## config.mk

```make
export PLATFORM = sky130hd
export DESIGN_NAME = hfpc_vstore
export DESIGN_NICKNAME = d
export VERILOG_FILES = /design/src/sv/hfpc_pkg.sv /design/src/sv/hfpc_vstore.sv
export SDC_FILE = /design/constraint.sdc
export NUM_CORES = 2
export LEC_CHECK = 0
export BUFFER_PORTS_ARGS = -buffer_cell sky130_fd_sc_hd__buf_2
export CAP_MARGIN = 20
export CORE_UTILIZATION = 25
export CTS_CLUSTER_DIAMETER = 40
export CTS_CLUSTER_SIZE = 12
export DETAILED_ROUTE_END_ITERATION = 8
export PLACE_DENSITY = 0.36
export SLEW_MARGIN = 5
export SYNTH_ARGS = -nofsm -noshare
export SYNTH_HDL_FRONTEND = slang
export SYNTH_SLANG_ARGS = --single-unit
```

## constraint.sdc

```tcl
create_clock -name clock -period 10.4 [get_ports clock]
set_clock_uncertainty 0.15 [all_clocks]
set_input_delay 2.6 -clock clock [delete_from_list [all_inputs] [get_ports clock]]
set_output_delay 2.6 -clock clock [all_outputs]
set_load 0.005 [all_outputs]
```

## src/sv/hfpc_pkg.sv

```systemverilog
// ----------------------------------------------------------------------------
// hfpc_pkg
// Shared types, constants and plane math for the frustum polygon clipper.
// ----------------------------------------------------------------------------
package hfpc_pkg;

   localparam int MaxInVerts    = 8;
   localparam int MaxStoreVerts = 16;
   localparam int ResultLimit   = 16;
   localparam int MinVerts      = 3;
   localparam int NumPlanes     = 6;

   localparam int PvW  = 34;   // plane value w +/- axis
   localparam int DenW = 35;   // difference of two plane values
   localparam int TW   = 31;   // Q1.30 interpolation factor

   // index 0..3 = x, y, z, w
   typedef logic [3:0][31:0] vert_type;

   function automatic logic signed [PvW-1:0] plane_val(input vert_type v,
                                                       input logic [2:0] plane);
      logic signed [PvW-1:0] wv;
      logic signed [PvW-1:0] av;
      wv = PvW'(signed'(v[3]));
      av = PvW'(signed'(v[plane[2:1]]));
      plane_val = plane[0] ? (wv - av) : (wv + av);
   endfunction

endpackage

```

## src/sv/hfpc_vstore.sv

```systemverilog
// ----------------------------------------------------------------------------
// hfpc_vstore
// Ping-pong vertex store: one write port, one read port, registered read.
// ----------------------------------------------------------------------------
module hfpc_vstore #(
   parameter int DEPTH = 2 * hfpc_pkg::MaxStoreVerts,
   parameter int AW    = $clog2(DEPTH)
) (
   input  logic               clock,
   input  logic               wr_en,
   input  logic [AW-1:0]      wr_addr,
   input  hfpc_pkg::vert_type wr_data,
   input  logic [AW-1:0]      rd_addr,
   output hfpc_pkg::vert_type rd_data
);

   hfpc_pkg::vert_type mem [DEPTH];
   hfpc_pkg::vert_type rd_data_ff;

   always_ff @(posedge clock) begin
      if (wr_en) begin
         mem[wr_addr] <= wr_data;
      end
      rd_data_ff <= mem[rd_addr];
   end

   assign rd_data = rd_data_ff;

endmodule

```

Word-level counts from Yosys, hierarchy flattened
Memories as Yosys holds them, arrays and structs flattened. A register that Yosys moved wholly into a read port is not among the register bits.
Cells that the tools add are included.
{"block": "op_classes", "mux": 2}
{"cell": "1-bit two-way mux", "count": 2}
{"block": "totals", "word_cells": 3, "mem_count": 1, "reg_bits": 0, "ramBits": 4096}
{"memory": "mem", "depth": 32, "width": 128, "read_ports": 1, "rd_ports_with_merged_regs": 1, "write_ports": 1, "line_no": "hfpc_vstore.sv:17", "source": "hfpc_pkg::vert_type mem [DEPTH];"}

Longest topological paths before layout
{"block": "logic_depth", "ltp_word": 2, "depth_mapped": 9, "depth_no_buf": 4}

Least setup slack after synthesis
Ideal clock, no wire load.
{"block": "synth_timing", "path_type": "input -> register", "startpoint": "input wr_addr[1]", "endpoint": "memory mem[12][0] in the netlist's numbering (enable)", "t_arrival_ns": 8.581, "setup_time_ns": 0.617, "slack_ns": 1.052, "path_buffers": 1, "cell_stages": 3, "path_cell_list": "or3b_2 > clkbuf_1 > nor2_1"}
{"item": "start, declared", "line_no": "hfpc_vstore.sv:11", "source": "input logic [AW-1:0] wr_addr,"}
{"item": "end, declared", "line_no": "hfpc_vstore.sv:17"}
Straight into the memory's write port.

Worst setup path in the final report
{"block": "layout_timing", "startpoint": "input wr_addr[0]", "endpoint": "memory mem[26][9] in the netlist's numbering (enable)"}
Straight into the memory's write port.

==> impl_metrics.toml <==
[status]
status = "finished with violations"
violations = "design-rule violations"

[logic_synthesis]
yosysWarnings = 0
number_of_distinct_library_cells_after_synthesis = 28
post_synth_instance_area_sq_um = 155200
yosysSeqAreaShare_pct = 80.88
synth.avg_cell_area_sq_um = 24.11
synthesis.nets = 6580
synth.ff_latch_count = 4224
syn_inst = 6440

[timing]
rsz0062_at_grt = "false"
setup_viol_count_final = 0
final_max_slew_viol_count = 0
remaining_max_slew_budget_at_the_tightest_pin_pct = 23.78
post-route-period-util_pct = 48.43
hold_viol = 0
final.setup.tns_ns = 0
fmaxAchievable_mhz = 198.6
period_minus_slack_ns = 5.036
fin_hold_ws_ns = 0.5641
worstMarginPinSlew_ns = 1.143

[finish]
area_growth_pct = 22.60
area.sequential_sq_um = 125600
final_nets = 7360
final_layout_size_suffix_gt1_share_pct = 33.15
fillCellCount = 59474
multi_input_area_sq_um = 28090
layout_common_cells = "sky130_fd_sc_hd__edfxtp_1 (4,096), sky130_fd_sc_hd__mux4_2 (956), sky130_fd_sc_hd__clkbuf_16 (655)"
final_common_cell = "sky130_fd_sc_hd__edfxtp_1"
final-instance-count-excl-fill = 16103

[grt]
met2_usage_pct = 25.72
global_route.usage.total_pct = 15.73
first_global_vias = 79651
pin_count_of_the_biggest_net_entering_global_routing = 105
global_route.overflow_total = 0
grt_util_met3_pct = 3.040
busiest_layer = "met2"
grt_pass1_wl_microns = 684700
grt_antenna_before_repair = 105
grt_use_met1_pct = 21.88

[worst_setup_path]
max_fanout_on_critical_path = 53
rrSetupSlack_ns = 8.50
crit_path_start = "wr_addr[0]"
endpoint_kind = "register"
worst_setup_sp_type = "input port"
r2r_start = "mem[7][27]"
r2r_worst_path_depth = 3
worstReg2RegEnd = "rd_data[27]"
worstSetupPathType = "input port to register"
worst-endpoint-arrival_ns = 5.54
worstPathRequired_ns = 10.90
crit_path_end = "mem[26][9]"

[clock_network]
ctsRootBufferMaster = "sky130_fd_sc_hd__clkbuf_16"
post_cts_resize_count = 0
cts-htree-levels = 6
worst_skew_pair.late_latency_ns = 1.08
clock_sink_count = 4224
tritoncts = "yes"
post_cts_clock_slew_at_the_launch_and_capture_registers_of_the_worst_setup_and_hold_paths_ns = 0.05
cts-hold-fix-buffers = 0
clock_tree.buffer_depth = 4
total_cts_buffers = 648
postCtsSetupBuffers = 0

[power_and_ir_drop]
totalPowerFinal_w = 0.04300
irDropWorstVdd_v = 0.0001712
power_leakage_nw = 59.18
power.density_nw_per_um2 = 225.9

[placement]
place.detailed.hpwl_microns = 255700
dp_cells = 14863
portBuffers = 267
place_congestion = 0.6905

[floorplan]
num_io_pins = 268
floorplan.die.width_microns = 790
initial_core_util_pct = 25.08
die_height_microns = 790
core_sq_um = 619100
fp-row-count = 289
floorplan.die_area_sq_um = 624100

[drt]
average_wire_length_per_cell_after_detail_routing_microns = 31.13
drc_errors = 38
antenna_left = 0
vias = 74590
route.detailed.vias_per_inst = 4.632
finalWirelength_microns = 501300
detailedRoute.firstIterationViolations = 6232
firstDrtPassIters = 9

[run]
max-cap-violations = 0

[min_path]
hold_path_class = "register to register"
## cells in the mapped netlist
cell type,count,area (sq um)
sky130_fd_sc_hd__nor2_1,35,131.4
sky130_fd_sc_hd__a22oi_1,102,765.7
sky130_fd_sc_hd__buf_6,30,337.8
sky130_fd_sc_hd__nor4_1,111,694.4
sky130_fd_sc_hd__mux2i_1,136,1361
sky130_fd_sc_hd__nor2b_1,3,18.77
sky130_fd_sc_hd__and3b_1,1,8.760
sky130_fd_sc_hd__or2_1,1,6.260
sky130_fd_sc_hd__clkbuf_4,9,67.56
sky130_fd_sc_hd__buf_2,94,470.5
sky130_fd_sc_hd__nand3b_1,6,45.04
sky130_fd_sc_hd__mux4_2,956,21530
sky130_fd_sc_hd__nand3_1,37,185.2
sky130_fd_sc_hd__nor3b_1,1,7.510
sky130_fd_sc_hd__or3_1,2,12.51
sky130_fd_sc_hd__and3_1,1,6.260
sky130_fd_sc_hd__dfxtp_1,128,2562
sky130_fd_sc_hd__and2_1,1,6.260
sky130_fd_sc_hd__buf_4,67,503.0
sky130_fd_sc_hd__buf_1,44,165.2
sky130_fd_sc_hd__o22ai_1,444,2778
sky130_fd_sc_hd__clkbuf_1,108,405.4
sky130_fd_sc_hd__or3b_2,4,35.03
sky130_fd_sc_hd__nand2_1,4,15.01
sky130_fd_sc_hd__nand4_1,17,106.4
sky130_fd_sc_hd__nand2b_1,1,6.260
sky130_fd_sc_hd__nor2_2,1,6.260
sky130_fd_sc_hd__edfxtp_1,4096,123000
## layout make-up
| cell class | count | share of cell area [%] |
|---|---|---|
| well taps | 8293 | 5.452 |
| clock buffers | 725 | 8.813 |
| diodes | 36 | 0.04733 |
| multi-input cells | 1864 | 14.76 |
| flip-flops and latches | 4224 | 65.97 |
| clock inverters | 479 | 3.042 |
| repair buffers | 482 | 1.916 |
## metrics by stage
stage / setup WS [ns] / util [%] / area (sq um)
5_1_grt: 5.147 / 30.73 / 190200
2_1_floorplan: 1.052 / - / 155200
4_1_cts: 5.326 / 30.73 / 190200
3_5_place_dp: 4.154 / 27.08 / 167700
6_report: 5.364 / 30.74 / 190300
3_3_place_gp: 4.121 / 27.08 / 167600
## kinds of logic (layout without fill, tap and decap cells)
family                 Yosys count  in the layout  synth area share, %
flip-flops                    4224           4224                80.88
multiplexers                  1092           1092                14.75
AO/OA/AOI/OAI                  546            546                2.283
buffers and inverters          352           1686                1.256
AND/OR/NAND/NOR                226            226               0.8318
other                            0             36                    0
## where the power goes
| part | internal, W | switching (W) | leakage, nW |
|---|---|---|---|
| Clock | 0.0139 | 0.00843 | 10.8 |
| Sequential | 0.0189 | 0.000146 | 38.0 |
| Combinational | 0.000574 | 0.000998 | 10.4 |
## registers in the layout, summed over array words and instances (netlist names)
signal   count
mem       4096
rd_data    128
## critical path, stage by stage
cell	delay, ns
sky130_fd_sc_hd__buf_2	0.15
sky130_fd_sc_hd__nand3b_1	0.74
sky130_fd_sc_hd__nor2_4	0.72
sky130_fd_sc_hd__buf_4	0.65
sky130_fd_sc_hd__buf_12	0.50
## metal layers
layer  up-vias  wire (microns)
met5         -             327
met4        52            9606
met3       722           26980
met2      2025          239000
met1     41864          225400
li1      29927               -
## worst min-delay path by stage
stage / from / end / slack (ns) / cells past startpoint
after floorplan: mem[30][104] / rd_data[104] / 0.50 / 3
after global placement: mem[1][72] / rd_data[72] / 0.56 / 4
after detailed placement: mem[2][104] / rd_data[104] / 0.56 / 3
after CTS: mem[6][104] / rd_data[104] / 0.57 / 3
after global routing: mem[26][104] / rd_data[104] / 0.61 / 3
final: mem[6][104] / rd_data[104] / 0.56 / 3
(Power assumes the default switching activity.)
