==> src/sv/hfpc_pkg.sv <==
// ----------------------------------------------------------------------------
// hfpc_pkg
// Shared types, constants and plane math for the frustum polygon clipper.
// ----------------------------------------------------------------------------
package hfpc_pkg;

   localparam int MaxInVerts    = 8;
   localparam int MaxStoreVerts = 16;
   localparam int ResultLimit   = 16;
   localparam int MinVerts      = 3;
   localparam int NumPlanes     = 6;

   localparam int PvW  = 34;   // plane value w +/- axis
   localparam int DenW = 35;   // difference of two plane values
   localparam int TW   = 31;   // Q1.30 interpolation factor

   // index 0..3 = x, y, z, w
   typedef logic [3:0][31:0] vert_type;

   function automatic logic signed [PvW-1:0] plane_val(input vert_type v,
                                                       input logic [2:0] plane);
      logic signed [PvW-1:0] wv;
      logic signed [PvW-1:0] av;
      wv = PvW'(signed'(v[3]));
      av = PvW'(signed'(v[plane[2:1]]));
      plane_val = plane[0] ? (wv - av) : (wv + av);
   endfunction

endpackage

==> src/sv/hfpc_div.sv <==
// ----------------------------------------------------------------------------
// hfpc_div
// Restoring divider, one quotient bit per cycle:
// t = floor((an * 2^30 + dn / 2) / dn), quotient known to be below 2^31.
// ----------------------------------------------------------------------------
module hfpc_div (
   input  logic                         clock,
   input  logic                         reset,
   input  logic                         start,
   input  logic [hfpc_pkg::PvW-1:0]     an,
   input  logic [hfpc_pkg::DenW-1:0]    dn,
   output logic                         done,
   output logic [hfpc_pkg::TW-1:0]      quot
);

   localparam int DW = hfpc_pkg::DenW;
   localparam int TW = hfpc_pkg::TW;

   logic          run_ff,  run_in;
   logic          done_ff, done_in;
   logic [4:0]    cnt_ff,  cnt_in;
   logic [DW-1:0] rem_ff,  rem_in;
   logic [DW-1:0] dn_ff,   dn_in;
   logic [TW-1:0] low_ff,  low_in;
   logic [TW-1:0] q_ff,    q_in;

   logic [63:0]   num;
   logic [DW:0]   trial;
   logic          ge;

   always_comb begin
      num     = {an[33:0], 30'd0} + 64'(dn >> 1);
      trial   = {rem_ff, low_ff[TW-1]};
      ge      = trial >= {1'b0, dn_ff};
      run_in  = run_ff;
      done_in = 1'b0;
      cnt_in  = cnt_ff;
      rem_in  = rem_ff;
      dn_in   = dn_ff;
      low_in  = low_ff;
      q_in    = q_ff;
      if (start) begin
         run_in = 1'b1;
         cnt_in = 5'(TW - 1);
         rem_in = DW'(num[63:TW]);
         low_in = num[TW-1:0];
         dn_in  = dn;
      end else if (run_ff) begin
         rem_in = ge ? DW'(trial - {1'b0, dn_ff}) : DW'(trial);
         q_in   = {q_ff[TW-2:0], ge};
         low_in = {low_ff[TW-2:0], 1'b0};
         cnt_in = cnt_ff - 5'd1;
         if (cnt_ff == 5'd0) begin
            run_in  = 1'b0;
            done_in = 1'b1;
         end
      end
   end

   always_ff @(posedge clock) begin
      if (reset) begin
         run_ff  <= 1'b0;
         done_ff <= 1'b0;
      end else begin
         run_ff  <= run_in;
         done_ff <= done_in;
      end
      cnt_ff <= cnt_in;
      rem_ff <= rem_in;
      dn_ff  <= dn_in;
      low_ff <= low_in;
      q_ff   <= q_in;
   end

   assign done = done_ff;
   assign quot = q_ff;

endmodule

==> config.mk <==
export PLATFORM = sky130hd
export DESIGN_NAME = hfpc_div
export DESIGN_NICKNAME = d
export VERILOG_FILES = /design/src/sv/hfpc_pkg.sv /design/src/sv/hfpc_div.sv
export SDC_FILE = /design/constraint.sdc
export NUM_CORES = 1
export LEC_CHECK = 0
export ABC_AREA = 1
export BUFFER_PORTS_ARGS = -buffer_cell sky130_fd_sc_hd__buf_2
export CORE_ASPECT_RATIO = 1.4
export CORE_MARGIN = 10
export CORE_UTILIZATION = 50
export DETAILED_ROUTE_END_ITERATION = 7
export HOLD_SLACK_MARGIN = 0.03
export PLACE_DENSITY = 0.72
export SLEW_MARGIN = 20
export SYNTH_ARGS = -nofsm -noshare
export SYNTH_HDL_FRONTEND = slang
export SYNTH_SLANG_ARGS = --single-unit
==> constraint.sdc <==
create_clock -name clock -period 2.11 [get_ports clock]
set_input_delay 0.3165 -clock clock [delete_from_list [all_inputs] [get_ports clock]]
set_output_delay 0.3165 -clock clock [all_outputs]
set_load 0.02 [all_outputs]
-- Yosys cells after proc, flatten, opt, wreduce, memory -nomap -nowiden
Index checks and enable logic that the tools add are counted.
- register bits: 139
- input port bits: 72
- output and inout port bits: 32
- word-level logic and storage cells: 27
- add/sub/neg operators: 3
- magnitude comparators: 1
- muxes and demuxes: 9
- bitwise logic cells: 2
- reduce and logical (&&, ||, !) cells: 4
- operators by type and width (kind ; count):
    $mux W33 ; 2
    $add A64 B34 Y64 ; 1
    $mux W31 ; 2
    $ge A36 B35 Y1 ; 1
    $mux W35 ; 1
    $sub A35 B35 Y35 ; 1
    $logic_not A5 Y1 ; 1
    $sub A5 B1 Y5 const B ; 1
    $mux W1 ; 4
    $reduce_or A3 Y1 ; 1
    $not A1 Y1 ; 2
    $reduce_and A2 Y1 ; 1
    $reduce_bool A2 Y1 ; 1

-- Logic depth before layout (Yosys ltp)
Gate-level depths: netlist of the first run.
- depth in word-level cells: 4
- depth in mapped cells: 17
- gate-level depth less buffers: 17

-- Worst setup path after synthesis of the first run
Ideal clock, no wire load.
- kind: register -> register
- start: register dn_ff[0]
- end: register rem_ff[16] (data pin)
- setup time: 0.258 ns
- arrival time: 1.995 ns
- data required time: 1.852 ns
- path slack: -0.143 ns
- stages on the path, launching flop included: 16
- buffers on the path: 1
- clock period less this slack: 2.253 ns
- cell sequence: edfxtp_1 > ha_1 > fa_1 > inv_1 > nand3_1 > nand3_1 > nand2_1 > nand3_2 > nand2_2 > nand2_4 > nand2_8 > nand2_8 > buf_6 > nand2_1 > nand3_1 > nand2_1
- word-level cells in the longest chain between the ends: 4
- elaborated cells on any way between the ends: 5
- classes of those cells: 1 x add/sub; 1 x order compare; 3 x mux
- RTL lines (element ; RTL line ; text):
    from (decl) ; hfpc_div.sv:23 ; logic [DW-1:0] dn_ff, dn_in;
    from (signal assigned) ; hfpc_div.sv:70 ; dn_ff <= dn_in;
    $sub A35 B35 Y35 / $ge A36 B35 Y1 (equally long branches) ; hfpc_div.sv:49, hfpc_div.sv:34 ;
    $mux W35 * ; hfpc_div.sv:49 ; rem_in = ge ? DW'(trial - {1'b0, dn_ff}) : DW'(trial);
    $mux W33 * ; hfpc_div.sv:48 ; end else if (run_ff) begin
    $mux W33 * ; hfpc_div.sv:42 ; if (start) begin
    named net rem_in[16] ; hfpc_div.sv:22 ; logic [DW-1:0] rem_ff, rem_in;
    to (signal assigned) ; hfpc_div.sv:69 ; rem_ff <= rem_in;
    to (decl) ; hfpc_div.sv:22 ;
The timed path passes the listed nets; every way through them passes the cells marked *. The select of a mux whose other input is x is not followed.
A chain may end at the register's enable or synchronous reset.

-- Worst setup path in the final report of the first run
- start: register rem_ff[13]
- end: register rem_ff[18] (data pin)
- word-level cells in the longest chain between the ends: 4
- elaborated cells on any way between the ends: 5
- classes of those cells: 1 x add/sub; 1 x order compare; 3 x mux
- RTL lines (element ; RTL line):
    $sub A35 B35 Y35 / $ge A36 B35 Y1 (equally long branches) ; hfpc_div.sv:49, hfpc_div.sv:34
    $mux W35 * ; hfpc_div.sv:49
    $mux W33 * ; hfpc_div.sv:48
    $mux W33 * ; hfpc_div.sv:42
    named net rem_in[18] ; hfpc_div.sv:22
Marked as above.

==> run metrics, run 1 <==
run status finished, violations left; violations in the final reports negative setup slack; Initial Util 50.63%; number of failing hold endpoints at the final stage 0; clock root cell clkbuf_16; Slew headroom 73.04%; gr ovfl total 0; Final Worst Setup Slack -0.2610 ns; yosys synthesis warning count 0; wire length of the first global-routing pass 47,220 um; Post-Synthesis Cells 1,248; HP Start reset; highest clock rate 421.8 MHz; distinct cell type count after synthesis 41; peak supply drop 595.3 uV; H-tree levels 4; setup repair after global routing missed its margin true; worst clock skew 0.01343 ns; number of input and output port buffers inserted 103; DRC 0; category of the critical setup timing path reg2reg; maximum net fanout on the critical path 3; area growth from synthesis to layout 36.85%; Hold Path Cell Cnt 2; final setup vio count 36; Critical Path Max Stage Delay 0.44 ns; type of element capturing the critical path register; PwrDens 971.8 mW/mm^2; residual antenna-violating net count after detailed routing 0; hold endpoint done; Slowest-stage cell, CP edfxtp_1; arrival time worst endpoint 2.56 ns; startpoint of the worst-slack reg-to-reg timing path rem_ff[13]; mean cell area of the mapped netlist 7.517 sq um; core occupancy in the finished layout 69.29%; data required time at the worst endpoint 2.30 ns; Final Critical Period 2.371 ns; top area cells in the synthesized netlist edfxtp_1, nand2_1, inv_1; Fin Setup TNS -7.897 ns; transition at the pin with the smallest max-transition slack 0.4007 ns; NumNets Final 1,643; Yosys top cell by area edfxtp_1; minimum setup slack among reg-to-reg paths -0.26 ns; share of cells above drive strength 1 29.51%; worst hold-check path type in2reg; flop and latch count out of synthesis 139; # IOs 104; detailed-route vias per instance 5.226; Mapped Area 0.009381 sq mm; EDFF count, synth 130; number of clock sinks seen by CTS 139; number of global-route vias before repair 9,390; FF-to-FF End rem_ff[18]; count of fill cells added during filler insertion 1,471; Worst-path clk slew 0.07 ns; Detailed Routing Iterations Pass 1 5; drt first-iter violations 763; vertical die dimension 182.1 um; number of maximum-capacitance violations 0; most used cell along the critical path nand2_1; total wire length after detailed routing 31,020 um; chain of cells forming the critical path ha_4 -> nand2_2 -> buf_6 -> buf_4 -> nor2_4 -> buf_4 -> nand2_1 -> nand2_1 -> nand3b_1 -> xnor2_1 -> nand2_1 -> nand3_1 -> nand2_1; sequential element share of the synthesized area 43.53%; number of nets in the synthesized netlist 1,362; Final period util 112.4%; number of cells traversed by the worst register-to-register path 13; Slew Limit Fails 0; antenna violations before repair 0; Via Count 9,333; area of the die 0.02472 sq mm; total number of placement rows 59; number of buffers between clock root and the deepest sink 2; combined global-route utilization of all metal layers 24.39%; diodes inserted 0; pin count of the biggest net entering global routing 52; leading register cell type out of synthesis edfxtp_1; Std-Cell Core Area 0.01853 sq mm; placer congestion estimate 0.9963; fraction of synthesized cell area taken by the top area cell type 41.61%; Worst Setup Start Kind register; TritonCTS clock tree yes; die span in x 135.8 um; static leakage 6.322 nW; clock latency at the later pin of the worst-skew pair 0.44 ns; routed wire length per instance 17.37 um; fraction of synthesis flops using an asynchronous set or reset pin 0%; CTS buffer count 17; placed wire-length estimate 22,820 um
==> metal layers <==
layer  track usage, %  routed length (um)
met1            27.81               11700
met4            13.39                1735
met2            41.74               15170
met3            4.618                2418
met5                0                   0
==> worst max-delay path by stage <==
stage               start         end  cells past startpoint
2_1_floorplan    dn_ff[0]  rem_ff[16]                     15
3_3_place_gp       dn[31]  rem_ff[31]                     15
5_1_grt        rem_ff[14]  rem_ff[13]                     14
4_1_cts        low_ff[30]   rem_ff[5]                     16
6_report       rem_ff[13]  rem_ff[18]                     13
3_5_place_dp       dn[31]  rem_ff[31]                     15
==> layout make-up <==
class / instances / area [sq um] / share of cell area, %
clock buffers: 18 / 429.2 / 3.343
multi-input cells: 884 / 5071 / 39.50
inverters: 207 / 777.0 / 6.052
well taps: 244 / 305.3 / 2.378
flip-flops and latches: 139 / 4084 / 31.81
repair buffers: 280 / 1969 / 15.34
clock inverters: 14 / 202.7 / 1.579
==> kinds of logic (layout without fill, tap and decap cells) <==
| family | after synthesis | in the layout | share of synthesized area, % |
|---|---|---|---|
| AO/OA/AOI/OAI | 74 | 74 | 4.388 |
| XOR/XNOR | 31 | 31 | 2.894 |
| AND/OR/NAND/NOR | 732 | 737 | 33.78 |
| adder cells (fa/ha/maj) | 42 | 42 | 5.762 |
| flip-flops | 139 | 139 | 43.53 |
| buffers and inverters | 230 | 519 | 9.642 |
==> layout by cell type (no fill, tap or decap), types with 3 or more instances in the layout <==
| cell type | n |
|---|---|
| bufinv_16 | 3 |
| inv_8 | 4 |
| nor4_1 | 5 |
| a21oi_1 | 31 |
| ha_1 | 17 |
| inv_2 | 17 |
| nor2_4 | 3 |
| xnor2_1 | 18 |
| nor3_2 | 6 |
| nor3_1 | 16 |
| xor2_1 | 9 |
| nand3_1 | 66 |
| buf_4 | 166 |
| nand2_1 | 428 |
| nor2_1 | 74 |
| o21ai_1 | 8 |
| nand2_8 | 6 |
| xnor2_2 | 3 |
| nand3b_1 | 35 |
| a21oi_4 | 3 |
| o21ai_0 | 23 |
| nand4_1 | 15 |
| and3_1 | 3 |
| inv_6 | 3 |
| buf_6 | 4 |
| nand3_2 | 10 |
| buf_2 | 102 |
| inv_1 | 190 |
| edfxtp_1 | 130 |
| dfxtp_1 | 9 |
| nand2_4 | 7 |
| buf_12 | 7 |
| ha_4 | 22 |
| clkbuf_16 | 17 |
| nand2_2 | 46 |
| nor2_2 | 13 |
==> worst max-delay path: cells and delay by family, from the launching register on <==
kind	cells	cell delay [ns]
adders and majority gates	1	0.28
DFF	1	0.44
buffers and inverters	3	0.35
xor gates and xnor gates	1	0.28
and+or+nand+nor	8	0.77
==> power breakdown <==
part / internal [mW] / total, mW / switching, mW
Combinational: 2.49 / 5.60 / 3.11
Clock: 1.92 / 3.28 / 1.36
Sequential: 3.40 / 3.60 / 0.198
==> timing repair <==
item                                    in CTS  in global routing
hold buffers                                 0                  0
endpoints found under the setup margin      36                 36
pin swaps                                   17                 14
resized for setup                           52                 77
gates cloned                                 6                  1
setup buffers                               10                  7
==> synthesized netlist by cell type (4+ instances only) <==
| cell | count |
|---|---|
| nand2_1 | 474 |
| inv_1 | 200 |
| edfxtp_1 | 130 |
| nor2_1 | 84 |
| nand3_1 | 77 |
| ha_1 | 40 |
| nand3b_1 | 35 |
| a21oi_1 | 32 |
| o21ai_0 | 27 |
| xnor2_1 | 22 |
| nor3_1 | 18 |
| nand4_1 | 15 |
| clkbuf_1 | 11 |
| dfxtp_1 | 9 |
| xor2_1 | 9 |
| buf_2 | 6 |
| inv_2 | 6 |
| nand2_2 | 5 |
| nor4_1 | 5 |
| o21ai_1 | 5 |
| nor2_2 | 4 |
| nor3_2 | 4 |
==> sequential cells by signal, indices dropped and copies added (netlist names) <==
signal / cells
run_ff: 1
cnt_ff: 5
rem_ff: 35
dn_ff: 35
done: 1
quot: 31
low_ff: 31
==> per-stage QoR <==
step	setup WS (ns)	hold WS [ns]	instances	total power, mW	cell area [sq um]
3_3_place_gp	-0.4445	0.4285	1732	8.011	11360
5_1_grt	-0.3202	0.05282	1786	13.09	12840
2_1_floorplan	-0.003615	0.3936	1248	6.251	9412
3_5_place_dp	-0.4712	0.4271	1732	8.051	11360
4_1_cts	-0.2212	0.04923	1780	11.87	12500
6_report	-0.2610	0.05557	1786	12.48	12840
Power figures use the tool's default switching activity.
==> run 2, diff against run 1 <==
CORE_ASPECT_RATIO = 0.6   (was 1.4)
GPL_TIMING_DRIVEN = 0   (was not set)
==> run metrics, run 2 (same netlist as run 1, synthesis figures left out) <==
run status finished, violations left; maximum net fanout on the critical path 7 (+4); Final Critical Period 2.502 ns (+0.1313 ns); diodes inserted 0 (unchanged); combined global-route utilization of all metal layers 25.15% (+0.75 points); DRC 0 (unchanged); pin count of the biggest net entering global routing 40 (-23%); residual antenna-violating net count after detailed routing 0 (unchanged); total wire length after detailed routing 32,030 um (+3.3%); CTS buffer count 17 (unchanged); NumNets Final 1,518 (-7.6%); Initial Util 51.38% (+0.75 points); Fin Setup TNS -12.31 ns (-4.414 ns); Worst Setup Start Kind register; HP Start dn[0]; leading cell type in the layout, fill and taps excluded nand2_1; switching part of the total 38.75% (+1.3 points); most used cell along the critical path nand2_2; vertical die dimension 126.1 um (-31%); type of element capturing the critical path register; Slew headroom 43.97% (-29 points); launching instance or port of the critical path dn_ff[1]; Slowest-stage cell, CP edfxtp_1; chain of cells forming the critical path buf_6 -> fa_2 -> inv_4 -> nand3_4 -> nand3_4 -> nand2_2 -> nand3_2 -> nand2_2 -> nand2_4 -> nand2_8 -> nand2_8 -> clkbuf_16 -> nand2_2 -> nand3_1 -> nand2_1; transition at the pin with the smallest max-transition slack 0.8404 ns (+0.4397 ns); TritonCTS clock tree yes; static leakage 5.646 nW (-11%); number of failing hold endpoints at the final stage 0 (unchanged); Std-Cell Core Area 0.01826 sq mm (-1.5%); Via Count 8,977 (-3.8%); antenna violations before repair 0 (unchanged); number of placed instances with taps included 1,593 (-8.0%); Int Pwr 7.285 mW (-6.7%); number of buffers between clock root and the deepest sink 2 (unchanged); core occupancy in the finished layout 65.22% (-4.1 points); arrival time worst endpoint 2.69 ns (+0.13 ns); worst hold-check path type in2reg; data required time at the worst endpoint 2.30 ns (about the same); share of cells above drive strength 1 23.43% (-6.1 points); Worst Setup Slack post-DPL -0.7046 ns (-0.2334 ns); number of global-route vias before repair 8,231 (-12%); minimum setup slack among reg-to-reg paths -0.39 ns (-0.13 ns); highest clock rate 399.6 MHz (-5.2%); clock network power share 25.2% (-1.1 points); die span in x 196.8 um (+45%); setup repair after global routing missed its margin true; detailed-route vias per instance 5.418 (+3.7%); total number of placement rows 38 (-36%); switching power 4.608 mW (-1.3%); placed wire-length estimate 24,470 um (+7.2%); area of the die 0.02482 sq mm (+0.41%); Worst-path clk slew 0.07 ns (about the same); Final period util 118.6% (+6.2 points); number of cells traversed by the worst register-to-register path 15 (+2); number of input and output port buffers inserted 103 (unchanged); registers with the highest flip-flop counts dn_ff: 35 flops, rem_ff: 35 flops; routed wire length per instance 19.33 um (+11%); Detailed Routing Iterations Pass 1 6 (+1); clock latency at the later pin of the worst-skew pair 0.44 ns (about the same); worst clock skew 0.01033 ns (-0.003098 ns); Final Worst Setup Slack -0.3923 ns (-0.1313 ns); Slew Limit Fails 0 (unchanged); peak supply drop 659.8 uV (+11%); number of clock sinks seen by CTS 139 (unchanged); # IOs 104 (unchanged); number of maximum-capacitance violations 0 (unchanged); category of the critical setup timing path reg2reg; area growth from synthesis to layout 26.93%; placer congestion estimate 1.009 (+1.2%); post-layout total power 11.89 mW (-4.7%); PwrDens 998.7 mW/mm^2 (+2.8%); most frequent cells in the layout nand2_1, inv_1, edfxtp_1; Hold Path Cell Cnt 1 (-1); Critical Path Max Stage Delay 0.47 ns (+0.03 ns); wire length of the first global-routing pass 47,350 um (+0.29%); portion of total power attributed to sequential cells 30.6% (+1.7 points); startpoint of the worst-slack reg-to-reg timing path dn_ff[1]; gr ovfl total 0 (unchanged); part of the power in combinational logic 44.2% (-0.7 points); violations in the final reports negative setup slack; Cell Count, Final, Fillers Out 1,657 (-7.2%); drt first-iter violations 1,075 (+41%); H-tree levels 4 (unchanged); final setup vio count 36 (unchanged); clock root cell clkbuf_16
==> run 2: cell count changes in the layout (fill, tap and decap cells not counted), sizes merged <==
cell      delta
inv          -4
clkinvlp     +2
clkinv       +1
buf        -135
clkbuf      +17
bufinv       -2
nand2        -4
==> run 2: final timing paths <==
check / end
hold / removal: dn_ff[0]
setup reg to reg: rem_ff[20]
hold reg to reg: quot[14]
setup / recovery: rem_ff[20]
==> run 2: power groups by stage <==
stage / Sequential, mW / Combinational, mW / Clock (mW)
global placement: 3.60 / 3.78 / 0
floorplan: 3.58 / 2.68 / 0
CTS: 3.60 / 4.60 / 3.01
detailed placement: 3.61 / 3.82 / 0
global route: 3.65 / 5.67 / 3.13
finish: 3.63 / 5.26 / 3.00
==> run 2: stage by stage <==
step           hold WS (ns)  area [sq um]
3_3_place_gp         0.4212         10230
5_1_grt             0.03636         11910
3_5_place_dp         0.4272         10270
6_report            0.04556         11910
4_1_cts             0.04214         11560
2_1_floorplan        0.3936          9412
==> run 2: critical path: cells and delay by family, from the launching register on <==
family / cells / cell delay (ns)
AND/OR/NAND/NOR: 11 / 0.93
flip-flops: 1 / 0.47
buffers and inverters: 3 / 0.42
adder cells (fa/ha/maj): 1 / 0.41
==> run 2: per-layer routing <==
layer | GRT usage (%) | part of all wire, % | routed length [um]
met1 | 37.30 | 46 | 14760
met2 | 32.86 | 39 | 12350
met3 | 9.867 | 14 | 4473
met4 | 6.033 | 1.4 | 456
met5 | 0 | 0 | 0
==> run 2: what timing repair did <==
item	4_1_cts	5_1_grt
buffers inserted	22	5
gates cloned	2	3
setup endpoints to repair	91	36
resized for setup	106	61
hold buffers	0	0
pin swaps	7	21
hold endpoints to repair	0	0
==> run 2: area by class of cell <==
class	instances	area [sq um]
Buffer	23	166.4
Timing Repair Buffer	136	900.9
Multi-Input combinational cell	880	5096
Tap cell	240	300.3
Sequential cell	139	4084
Clock buffer	21	471.7
Fill cell	1593	6350
Inverter	207	782.0
Clock inverter	11	106.4
==> run 3, diff against run 2 <==
SKIP_LAST_GASP = 1   (was not set)
==> run metrics, run 3 (same netlist as run 1, synthesis figures left out) <==
wire length of the first global-routing pass 47,090 um (-0.55%); Slew Limit Fails 0 (unchanged); number of buffers between clock root and the deepest sink 2 (unchanged); number of maximum-capacitance violations 0 (unchanged); type of element capturing the critical path register; post-layout total power 11.95 mW (+0.48%); drt first-iter violations 1,141 (+6.1%); residual antenna-violating net count after detailed routing 0 (unchanged); static leakage 5.668 nW (+0.40%); vertical die dimension 126.1 um (unchanged); TritonCTS clock tree yes; Slowest-stage cell, CP edfxtp_1; registers with the highest flip-flop counts dn_ff: 35 flops, rem_ff: 35 flops; total placed instance area 0.01027 sq mm (unchanged); number of clock sinks seen by CTS 139 (unchanged); diodes inserted 0 (unchanged); number of failing hold endpoints at the final stage 0 (unchanged); data required time at the worst endpoint 2.30 ns (about the same); clock root cell clkbuf_16; share of cells above drive strength 1 23.60% (+0.17 points); Worst-path clk slew 0.07 ns (about the same); Design Area, Final 0.01196 sq mm (+0.41%); CTS buffer count 17 (unchanged); number of input and output port buffers inserted 103 (unchanged); detailed-route vias per instance 5.388 (-0.55%); die span in x 196.8 um (unchanged); PwrDens 999.4 mW/mm^2 (about the same); chain of cells forming the critical path buf_6 -> fa_2 -> inv_4 -> nand3_4 -> nand3_4 -> nand2_2 -> nand3_2 -> nand2_2 -> nand2_4 -> nand2_8 -> nand2_8 -> clkbuf_16 -> nand2_1 -> nand3_1 -> nand2_1; arrival time worst endpoint 2.70 ns (about the same); Final Critical Period 2.514 ns (+0.01138 ns); Initial Util 51.38% (unchanged); crit path to rem_ff[20]; highest clock rate 397.8 MHz (-0.45%); number of placed instances with taps included 1,593 (unchanged); violations in the final reports negative setup slack; Via Count 8,965 (-0.13%); number of cells traversed by the worst register-to-register path 15 (unchanged); routed wire length per instance 19.35 um (about the same); Detailed Routing Iterations Pass 1 6 (unchanged); final setup vio count 36 (unchanged); area of the die 0.02482 sq mm (unchanged); most frequent cells in the layout nand2_1, inv_1, edfxtp_1; Fin Setup TNS -12.45 ns (-0.1346 ns); FF-to-FF End rem_ff[20]; placed wire-length estimate 24,470 um (unchanged); run status finished, violations left; startpoint of the worst-slack reg-to-reg timing path dn_ff[1]; maximum net fanout on the critical path 7 (unchanged); clock latency at the later pin of the worst-skew pair 0.44 ns (about the same); placer congestion estimate 1.009 (unchanged); antenna violations before repair 0 (unchanged); peak supply drop 671.1 uV (+1.7%); minimum setup slack among reg-to-reg paths -0.40 ns (about the same); worst hold-check path type in2reg; category of the critical setup timing path reg2reg; area growth from synthesis to layout 27.45%; Top Family by Delay on Critical Path simple AND/OR/NAND/NOR gates; NumNets Final 1,525 (+0.46%); Cell Count, Final, Fillers Out 1,664 (+0.42%); gr ovfl total 0 (unchanged); number of global-route vias before repair 8,207 (-0.29%); H-tree levels 4 (unchanged); Worst Setup Start Kind register; total number of placement rows 38 (unchanged); Final period util 119.1% (+0.54 points); DRC 0 (unchanged); Critical Path Max Stage Delay 0.48 ns (about the same); setup repair after global routing missed its margin true; transition at the pin with the smallest max-transition slack 0.7117 ns (-0.1287 ns); launching instance or port of the critical path dn_ff[1]; # hold bufs at CTS 0 (unchanged); combined global-route utilization of all metal layers 25.03% (-0.12 points); total wire length after detailed routing 32,190 um (+0.50%); Worst path depth 15 (unchanged); worst path buffer plus inverter count 3 (unchanged); Final Worst Setup Slack -0.4037 ns (-0.01138 ns); # IOs 104 (unchanged); pin count of the biggest net entering global routing 40 (unchanged); leading cell type in the layout, fill and taps excluded nand2_1; Std-Cell Core Area 0.01826 sq mm (unchanged); Slew headroom 52.38% (+8.4 points); worst clock skew 0.01116 ns (+0.0008302 ns); HP Start dn[0]
==> run 3: changes by cell type in the layout (fill, tap and decap cells not counted), sizes merged <==
cell	delta
buf	+7
==> run 3: worst register-to-register path, cell delays in order (launching register included) <==
cell and delay [ns]:
edfxtp_1 0.48, buf_6 0.17, fa_2 0.41, inv_4 0.09, nand3_4 0.07, nand3_4 0.11, nand2_2 0.07, nand3_2 0.08
nand2_2 0.07, nand2_4 0.09, nand2_8 0.10, nand2_8 0.14, clkbuf_16 0.16, nand2_1 0.05, nand3_1 0.09, nand2_1 0.07
==> run 3: area by class of cell <==
| cell class | instances | area (sq um) |
|---|---|---|
| plain buffers | 23 | 166.4 |
| clock buffers | 21 | 471.7 |
| flip-flops and latches | 139 | 4084 |
| fillers | 1582 | 6301 |
| multi-input cells | 880 | 5100 |
| well taps | 240 | 300.3 |
| inverters | 207 | 782.0 |
| clock inverters | 11 | 106.4 |
| repair buffers | 143 | 945.9 |
==> run 3: stage by stage <==
| step | util [%] | hold slack, ns | setup WS, ns |
|---|---|---|---|
| floorplan | - | 0.3936 | -0.003615 |
| CTS | 63.08 | 0.04214 | -0.3614 |
| global route | 65.49 | 0.03636 | -0.4302 |
| finish | 65.49 | 0.04490 | -0.4037 |
| detailed placement | 56.28 | 0.4272 | -0.7046 |
| global placement | 56.02 | 0.4212 | -1.742 |
==> run 3: worst min-delay path by stage <==
stage,endpoint,slack [ns],cells past startpoint
floorplan,done,0.39,1
global placement,quot[17],0.42,0
detailed placement,quot[8],0.43,0
CTS,dn_ff[0],0.04,1
global route,dn_ff[0],0.04,1
finish,dn_ff[0],0.04,1
==> run 3: report_power, final <==
part | total [mW] | switching [mW] | leakage (nW) | internal [mW]
combinational | 5.32 | 3.12 | 4.04 | 2.19
sequential | 3.63 | 0.224 | 1.36 | 3.41
clock | 3.00 | 1.27 | 0.276 | 1.73
==> run 3: per-layer routing <==
metal  global-route usage [%]  wire length [um]
met1                    36.91             14800
met2                    32.80             12410
met3                    10.05              4555
met4                    5.988               424
met5                        0                 0
==> run 3: timing repair <==
| action | in CTS | in global routing |
|---|---|---|
| resized for setup | 98 | 68 |
| cloned | 2 | 3 |
| setup endpoints to repair | 91 | 36 |
| pin swaps | 7 | 21 |
| setup buffers | 22 | 12 |
